$ cat src/design/mpbm_pkg.sv
// ----------------------------------------------------------------------------
// mpbm_pkg
// Shared sizes, codes, payload types and address helpers of the
// multi-pattern byte matcher.
// ----------------------------------------------------------------------------
`default_nettype none

package mpbm_pkg;

  // Table sizes
  localparam int NODE_COUNT      = 4096;
  localparam int ALPHABET_SIZE   = 256;
  localparam int MAX_PATTERN_LEN = 16;
  localparam int PATTERN_SLOTS   = 256;
  localparam int RESULT_CAP      = 16;

  // Derived widths
  localparam int NODE_W      = $clog2(NODE_COUNT);
  localparam int CNT_W       = NODE_W + 1;
  localparam int PAT_W       = (PATTERN_SLOTS > 1) ? $clog2(PATTERN_SLOTS) : 1;
  localparam int PCNT_W      = $clog2(PATTERN_SLOTS + 1);
  localparam int LEN_W       = $clog2(MAX_PATTERN_LEN + 1);
  localparam int SYM_CNT_W   = $clog2(ALPHABET_SIZE + 1);
  localparam int CHILD_DEPTH = NODE_COUNT * ALPHABET_SIZE;
  localparam int CHILD_AW    = $clog2(CHILD_DEPTH);
  localparam int K_W         = $clog2(RESULT_CAP);

  // Field widths
  localparam int SYM_W       = 8;
  localparam int STATUS_W    = 3;
  localparam int PNUM_W      = 8;
  localparam int POS_W       = 32;
  localparam int IN_TDATA_W  = 8;
  localparam int IN_TUSER_W  = 3;
  localparam int OUT_TDATA_W = 48;
  localparam int OUT_TUSER_W = 2;
  localparam int OUT_PAD_W   = OUT_TDATA_W - (STATUS_W + PNUM_W + POS_W);

  typedef enum logic [1:0] {
    KIND_PATTERN  = 2'd0,
    KIND_FINALIZE = 2'd1,
    KIND_TEXT     = 2'd2
  } in_kind_t;

  typedef enum logic [1:0] {
    REPLY_ADD      = 2'd0,
    REPLY_FINALIZE = 2'd1,
    REPLY_MATCH    = 2'd2
  } reply_kind_t;

  typedef enum logic [STATUS_W-1:0] {
    ST_OK            = 3'd0,
    ST_DUPLICATE     = 3'd1,
    ST_TOO_LONG      = 3'd2,
    ST_SYMBOL_RANGE  = 3'd3,
    ST_CLOSED        = 3'd4,
    ST_STILL_OPEN    = 3'd5,
    ST_NODES_FULL    = 3'd6,
    ST_PATTERNS_FULL = 3'd7
  } status_t;

  typedef enum logic [4:0] {
    S_CLEAR,
    S_IDLE,
    S_PAT_CHK,
    S_PAT_ALLOC,
    S_PAT_END,
    S_PAT_FINAL,
    S_FIN_START,
    S_BFS_DEQ,
    S_BFS_U,
    S_BFS_FU,
    S_BFS_CH,
    S_BFS_V,
    S_BFS_WALK,
    S_BFS_WCHK,
    S_BFS_WLNK,
    S_BFS_FL,
    S_BFS_FW,
    S_TX_STEP,
    S_TX_CHK,
    S_TX_LNK,
    S_TX_ADV,
    S_TX_N,
    S_TX_ID,
    S_TX_REP,
    S_REPLY
  } engine_state_t;

  // One classified command from the front end
  typedef struct packed {
    in_kind_t         kind;
    logic [SYM_W-1:0] symbol;
    logic             pattern_end;
    logic             text_start;
  } cmd_t;

  // One result item
  typedef struct packed {
    reply_kind_t       kind;
    status_t           status;
    logic [PNUM_W-1:0] pnum;
    logic [POS_W-1:0]  pos;
    logic              last;
  } result_t;

  typedef struct packed {
    logic [NODE_W-1:0] dict;
    logic [NODE_W-1:0] fail;
  } link_t;

  typedef struct packed {
    logic             is_final;
    logic [PAT_W-1:0] id;
  } info_t;

  // Flat address of one child slot
  function automatic logic [CHILD_AW-1:0] child_addr(input logic [NODE_W-1:0] node,
                                                     input logic [SYM_W-1:0] sym);
    child_addr = CHILD_AW'(node) * CHILD_AW'(ALPHABET_SIZE) + CHILD_AW'(sym);
  endfunction

  function automatic logic sym_in_range(input logic [SYM_W-1:0] sym);
    sym_in_range = (9'(sym) < 9'(ALPHABET_SIZE));
  endfunction

endpackage

`default_nettype wire

$ cat src/design/mpbm_front.sv
// ----------------------------------------------------------------------------
// mpbm_front
// Input side: accepts items, drops unused kinds and queues commands for the
// engine in a two-entry buffer.
// ----------------------------------------------------------------------------
`default_nettype none

module mpbm_front (
  input  logic                         clk,
  input  logic                         rst,
  input  logic                         in_valid,
  output logic                         in_ready,
  input  logic [1:0]                   in_kind,
  input  logic [mpbm_pkg::SYM_W-1:0]   in_symbol,
  input  logic                         in_end,
  input  logic                         in_start,
  input  logic                         clearing,
  output logic                         cmd_valid,
  output mpbm_pkg::cmd_t               cmd,
  input  logic                         cmd_pop
);
  import mpbm_pkg::*;

  cmd_t       slot [2];
  logic       wr_ptr;
  logic       rd_ptr;
  logic [1:0] fill;
  logic       known;
  logic       push;

  // Classify the kind code
  always_comb begin
    unique case (in_kind_t'(in_kind))
      KIND_PATTERN, KIND_FINALIZE, KIND_TEXT: known = 1'b1;
      default:                               known = 1'b0;
    endcase
  end

  assign in_ready  = (fill != 2'd2) && !clearing;
  assign push      = in_valid && in_ready && known;
  assign cmd_valid = (fill != 2'd0);
  assign cmd       = slot[rd_ptr];

  // Store pushed commands
  always_ff @(posedge clk) begin
    if (push) begin
      slot[wr_ptr] <= '{kind: in_kind_t'(in_kind), symbol: in_symbol,
                        pattern_end: in_end, text_start: in_start};
    end
  end

  // Advance pointers and fill level
  always_ff @(posedge clk) begin
    if (rst) begin
      wr_ptr <= 1'b0;
      rd_ptr <= 1'b0;
      fill   <= 2'd0;
    end else begin
      if (push) begin
        wr_ptr <= !wr_ptr;
      end
      if (cmd_pop) begin
        rd_ptr <= !rd_ptr;
      end
      fill <= fill + 2'(push) - 2'(cmd_pop);
    end
  end

endmodule

`default_nettype wire

$ cat config.mk
export PLATFORM = sky130hd
export DESIGN_NAME = mpbm_front
export DESIGN_NICKNAME = d
export VERILOG_FILES = /design/src/design/mpbm_pkg.sv /design/src/design/mpbm_front.sv
export SDC_FILE = /design/constraint.sdc
export NUM_CORES = 1
export LEC_CHECK = 0
export BUFFER_PORTS_ARGS = -buffer_cell sky130_fd_sc_hd__buf_2
export CELL_PAD_IN_SITES_DETAIL_PLACEMENT = 0
export CELL_PAD_IN_SITES_GLOBAL_PLACEMENT = 1
export CORE_UTILIZATION = 30
export CTS_CLUSTER_SIZE = 40
export DETAILED_ROUTE_END_ITERATION = 7
export GPL_ROUTABILITY_DRIVEN = 0
export HOLD_SLACK_MARGIN = 0.08
export PLACE_DENSITY = 0.64
export SLEW_MARGIN = 20
export SYNTH_ARGS = -nofsm -noshare
export SYNTH_HDL_FRONTEND = slang
export SYNTH_SLANG_ARGS = --single-unit
$ cat constraint.sdc
create_clock -name clk -period 2.6 [get_ports clk]
set_input_delay 0.52 -clock clk [delete_from_list [all_inputs] [get_ports clk]]
set_output_delay 0.52 -clock clk [all_outputs]
set_load 0.005 [all_outputs]
==> results.md, run 1 <==
- Final Max Tran Viols: 0
- WL per Instance: 12.3 um
- Maxcap violations: 0
- Post-route DRC: 0
- Antenna diodes: 0
- Core Region: 3440 sq um
- Hold_sp: in_start
- Int Pwr: 0.819 mW
- Drt pass-1 iters: 2
- Num rows: 21
- Synth Register Bits: 29
- Clock skew: 0.00315 ns
- CTS sink cnt: 29
- Pin count of the biggest net entering global routing: 13
- Post-layout min period: 2.00 ns
- FF-to-FF path depth: 8
- Status: completed
- Cts hold-fix bufs: 0
- Top post-synthesis cells by area: edfxtp_1 (65%), mux2_2 (12%), dfxtp_1 (9.0%), ha_1 (2.3%), nor2_1 (1.7%)
- Synthesized area per cell: 17.6 sq um
- Data required, critical path: 2.77 ns
- Final net count: 119
- Register area share after synthesis: 74.0%
- Leakage: 0.549 nW
- Rel. slew slack: 63.0%
- Hold Path Cell Cnt: 1
- Seq pwr share: 52.9%
- Top Ports: 31
- Detail Placement HPWL: 1240 um
- Switch share: 21.4%
- Comb power frac: 12.0%
- Yosys Warn Count: 0
- Yosys top cell area share: 64.9%
- Critical Path Start Type: primary input
- CP arrival: 2.17 ns
- Tot GR Track Use: 10.3%
- Die H: 62.8 um
- Most frequent cells in the layout: buf_2 (30), edfxtp_1 (24), mux2_2 (12), clkbuf_8 (6)
- Unrepaired setup endpoints after global routing: false
- Fmax: 499 MHz
- Unique masters post-synth: 17
- Clock power share: 35.1%
- Setup Crit Path Kind: primary input to register
- Synth Instances: 63
- Hold_ws: 0.433 ns
- Place WS: 0.330 ns
- CTS H-tree depth: 2
- Worst Path Max Fanout: 3
- Final period util: 77.0%
- Clock-pin slew on the worst setup and hold paths: 0.06 ns
- Largest area contributor in the netlist: edfxtp_1
- Routed Antenna Nets: 0
- CTS resizes: 0
- Final setup margin: 0.597 ns
- Post-CTS Setup Bufs: 0
- Cts bufs inserted: 5
- Drt total wl: 1810 um
- Detailed Route Iter0 Violations: 4
- Net switching power: 0.223 mW
- Starting Density: 32.2%
- Mapped cell area: 1110 sq um
- Worst R2R End: fill[1]$_SDFF_PP0_
- Post-Route Setup TNS: 0 ns
- Die area: 3950 sq um
- Critical Path Sink Type: register
- Buffers on Ports: 30
- Gr ovfl total: 0
- Clock root buffer: clkbuf_8
- Actual slew at the worst max-slew pin: 0.555 ns
- Clock buffer depth: 2
- Worst hold path class: primary input to register
- Worst skew pair latency: 0.27 ns
- Vias in the first global route: 643
- Vias/cell: 4.26
- CTS tree: done
- Final Hold Vio Count: 0
- Power Density: 739 nW/um^2
- Worst R2R Start: fill[1]$_SDFF_PP0_
- Area growth syn-to-layout: 27.1%
- Initial antenna violation count: 0
- Maximum vdd ir drop: 0.000246 V
- Commonest non-fill, non-tap cell in the layout: buf_2
- Setup slack, reg-to-reg: 0.67 ns
- Die width: 62.8 um
- # setup viols final: 0
- Share of cells above drive strength 1: 53.5%
- DR vias: 626
- Mapped Nets: 82
- Hold-critical path endpoint: slot[0][0]$_DFFE_PP_
- Global-route wire length before repair: 2830 um
[state kept, by name, indices dropped and copies added (netlist names), named ones only]
| name | count |
|---|---|
| fill | 2 |
| rd_ptr | 1 |
| wr_ptr | 1 |
| slot | 24 |
[cells in the mapped netlist (all sizes together)]
| cell | number |
|---|---|
| edfxtp | 24 |
| mux2 | 12 |
| dfxtp | 5 |
| nor2 | 5 |
| inv | 3 |
| ha | 2 |
| nor2b | 2 |
| xnor2 | 2 |
| a21bo | 1 |
| a21oi | 1 |
| buf | 1 |
| o31ai | 1 |
| or2 | 1 |
| or3 | 1 |
| or4 | 1 |
| xor2 | 1 |
[layout make-up]
type / count / area, sq um
fill: 337 / 2030
sequential: 29 / 821
multi-input combinational: 30 / 273
timing repair buffer: 31 / 158
clock buffer: 8 / 90.1
tap: 46 / 57.6
inverter: 3 / 11.3
[how the worst max path moves through the flow]
stage	endpoint	from
4_1_cts	cmd[11]	register
5_1_grt	fill[1]$_SDFF_PP0_	in_kind[0]
3_3_place_gp	fill[1]$_SDFF_PP0_	in_kind[0]
2_1_floorplan	slot[1][0]$_DFFE_PP_	in_valid
6_report	fill[1]$_SDFF_PP0_	in_kind[0]
3_5_place_dp	fill[1]$_SDFF_PP0_	in_kind[0]
[critical path: stages]
cell and delay, ns:
buf_2 0.11, a21bo_2 0.22, or3_2 0.42, ha_1 0.29
inv_1 0.04, ha_1 0.17, xor2_1 0.19, xnor2_1 0.15
nor2_1 0.05
[kinds of logic (layout without fill, tap and decap cells)]
| group | after synthesis | in the layout | synth area share, % |
|---|---|---|---|
| mux | 12 | 12 | 12.2 |
| buf+inv | 4 | 42 | 1.47 |
| simple gates | 10 | 10 | 5.75 |
| fa+ha+maj | 2 | 2 | 2.25 |
| compound gates | 3 | 3 | 2.03 |
| xor+xnor | 3 | 3 | 2.37 |
| flops | 29 | 29 | 74.0 |
[routing by layer]
| layer | GRT usage [%] | up-vias | share of wire (%) |
|---|---|---|---|
| met5 | 0 | - | 0 |
| met4 | 7.85 | 0 | 2.7 |
| met2 | 17.1 | 21 | 51 |
| met3 | 4.56 | 5 | 5.5 |
| li1 | - | 304 | - |
| met1 | 9.83 | 296 | 40 |
[metrics by stage]
step	power [mW]	cell area [sq um]	cells	util (%)
detailed placement	0.687	1320	139	38.3
finish	1.04	1410	147	41.0
floorplan	0.632	1110	63	-
global placement	0.681	1320	139	38.3
CTS	1.06	1410	147	41.0
global route	1.09	1410	147	41.0
[power groups by stage]
stage	sequential (mW)	combinational, mW	clock, mW
2_1_floorplan	0.552	0.0805	0
3_3_place_gp	0.560	0.121	0
3_5_place_dp	0.561	0.126	0
4_1_cts	0.552	0.127	0.380
5_1_grt	0.554	0.137	0.399
6_report	0.551	0.125	0.365
(Power assumes the default switching activity.)
==> inputs of run 2 (changes only) <==
PLACE_DENSITY = 0.66   (was 0.64)
clock period = 1.8 ns   (was 2.6 ns; I/O delays follow)
==> run 2 against run 1 <==
Setup slack got worse by 0.51 ns. Global-route usage decreased by 0.26 points. Flip-flop and latch count unchanged.
==> results.md, run 2 (same netlist as run 1, synthesis figures left out) <==
- Net switching power: 0.347 mW
- Area growth syn-to-layout: 39.0%
- Num rows: 21
- CP Launch Point: fill[1]$_SDFF_PP0_
- Rel. slew slack: 87.3%
- WP buf/inv: 1
- Core Region: 3440 sq um
- Vias/cell: 4.20
- Post-Route Setup TNS: 0 ns
- Delay of the slowest critical-path stage: 0.35 ns
- Global-route wire length before repair: 2840 um
- Delay-heaviest family, CP: simple AND/OR/NAND/NOR gates
- Post-route DRC: 0
- Initial antenna violation count: 0
- Most frequent cells in the layout: buf_2 (28), edfxtp_1 (24), mux2_2 (12), buf_4 (9), clkbuf_8 (5)
- Worst R2R Start: fill[1]$_SDFF_PP0_
- Clock-pin slew on the worst setup and hold paths: 0.06 ns
- Most flops, register: slot
- Drt pass-1 iters: 4
- Place WS: -0.213 ns
- Regs by FF count: slot (24), fill (2)
- Status: completed
- Int Pwr: 1.19 mW
- Gr ovfl total: 0
- Final Hold Vio Count: 0
- Tot GR Track Use: 9.99%
- Clock root buffer: clkbuf_8
- Final period util: 95.2%
- CTS tree: done
- Die width: 62.8 um
- Switch share: 22.6%
- # setup viols final: 0
- Final setup margin: 0.0866 ns
- Worst hold path class: primary input to register
- Comb power frac: 16.7%
- Critical Path Sink Type: register
- Worst skew pair latency: 0.27 ns
- Detailed Route Iter0 Violations: 5
- Leakage: 0.603 nW
- Antenna diodes: 0
- Cts hold-fix bufs: 0
- DR vias: 655
- Total power: 1.54 mW
- Cts bufs inserted: 5
- Clock buffer depth: 2
- Placed cell count: 146
- Commonest non-fill, non-tap cell in the layout: buf_2
- CTS H-tree depth: 2
- Worst Path Max Fanout: 2
- Non-Filler Instances: 156
- Starting Density: 32.2%
- Fmax: 584 MHz
- Clock skew: 0.00683 ns
- Detail Placement HPWL: 1350 um
- Die H: 62.8 um
- Drt total wl: 1920 um
- Final Max Tran Viols: 0
- Actual slew at the worst max-slew pin: 0.189 ns
- Share of cells above drive strength 1: 64.5%
- Power Density: 995 nW/um^2
- Die area: 3950 sq um
- Final instance area: 1540 sq um
- Setup Crit Path Kind: register to register
- Vias in the first global route: 640
- Post-layout min period: 1.71 ns
- Maximum vdd ir drop: 0.000502 V
- Final net count: 128
- Maxcap violations: 0
- Seq pwr share: 51.3%
- Pin count of the biggest net entering global routing: 13
- Routed Antenna Nets: 0
- CTS sink cnt: 29
- Data required, critical path: 1.96 ns
- Critical Path Start Type: register
- Placed cell area: 1390 sq um
- WL per Instance: 12.3 um
- Hold_sp: in_kind[0]
- CP arrival: 1.88 ns
- Slowest CP cell: or3_4
- Buffers on Ports: 30
- Largest register FFs: 24
- Worst-path cell chain: nor2b_4 -> or3_4 -> ha_4 -> inv_2 -> ha_4 -> xor2_2 -> xnor2_1 -> nor2_1
- Unrepaired setup endpoints after global routing: false
- CP most frequent cell: ha_4
- Top Ports: 31
- Clock power share: 32.0%
- Fillers: 315
## run 2: cell count changes in the layout (fill, tap and decap cells not counted), moves of 2 or more
| cell | previous run | this run |
|---|---|---|
| dfxtp_1 | 5 | 3 |
| ha_1 | 2 | 0 |
| ha_4 | 0 | 2 |
| buf_2 | 30 | 28 |
| clkinv_2 | 0 | 2 |
| buf_6 | 0 | 2 |
| buf_4 | 1 | 9 |
| dfxtp_2 | 0 | 2 |
## run 2: worst paths after layout
kind	endpoint	slack, ns	cells after the start
max reg2reg	fill[1]$_SDFF_PP0_	0.09	8
min	slot[0][10]$_DFFE_PP_	0.27	1
min reg2reg	wr_ptr$_SDFFE_PP0P_	0.50	2
max	fill[1]$_SDFF_PP0_	0.09	8
## run 2: area by class of cell
type | instances | area [sq um] | share of cell area (%)
flip-flops and latches | 29 | 823 | 53.4
multi-input cells | 30 | 318 | 20.6
repair buffers | 40 | 250 | 16.2
clock buffers | 6 | 72.6 | 4.70
well taps | 46 | 57.6 | 3.73
inverters | 3 | 11.3 | 0.730
clock inverters | 2 | 10.0 | 0.649
## run 2: metal layers
| metal | global-route usage, % | vias up | part of all wire [%] |
|---|---|---|---|
| li1 | - | 321 | - |
| met2 | 17.4 | 25 | 52 |
| met1 | 10.3 | 304 | 40 |
| met5 | 0 | - | 0 |
| met3 | 4.38 | 5 | 5.8 |
| met4 | 4.36 | 0 | 1.6 |
## run 2: power groups by stage
stage	Combinational (mW)	Sequential [mW]	Clock (mW)
2_1_floorplan	0.119	0.797	0
3_3_place_gp	0.215	0.797	0
3_5_place_dp	0.223	0.799	0
4_1_cts	0.224	0.787	0.502
5_1_grt	0.280	0.790	0.531
6_report	0.257	0.787	0.491
## run 2: metrics by stage
stage               hold WS, ns  util [%]
floorplan                 0.429         -
global route              0.257      44.8
detailed placement        0.501      40.4
global placement          0.475      40.4
CTS                       0.266      42.9
finish                    0.267      44.8
## run 2: timing repair
action	CTS	global route
gates cloned	0	0
endpoints found under the setup margin	1	1
pin swaps	1	6
gates resized for setup	1	9
setup buffers	0	2
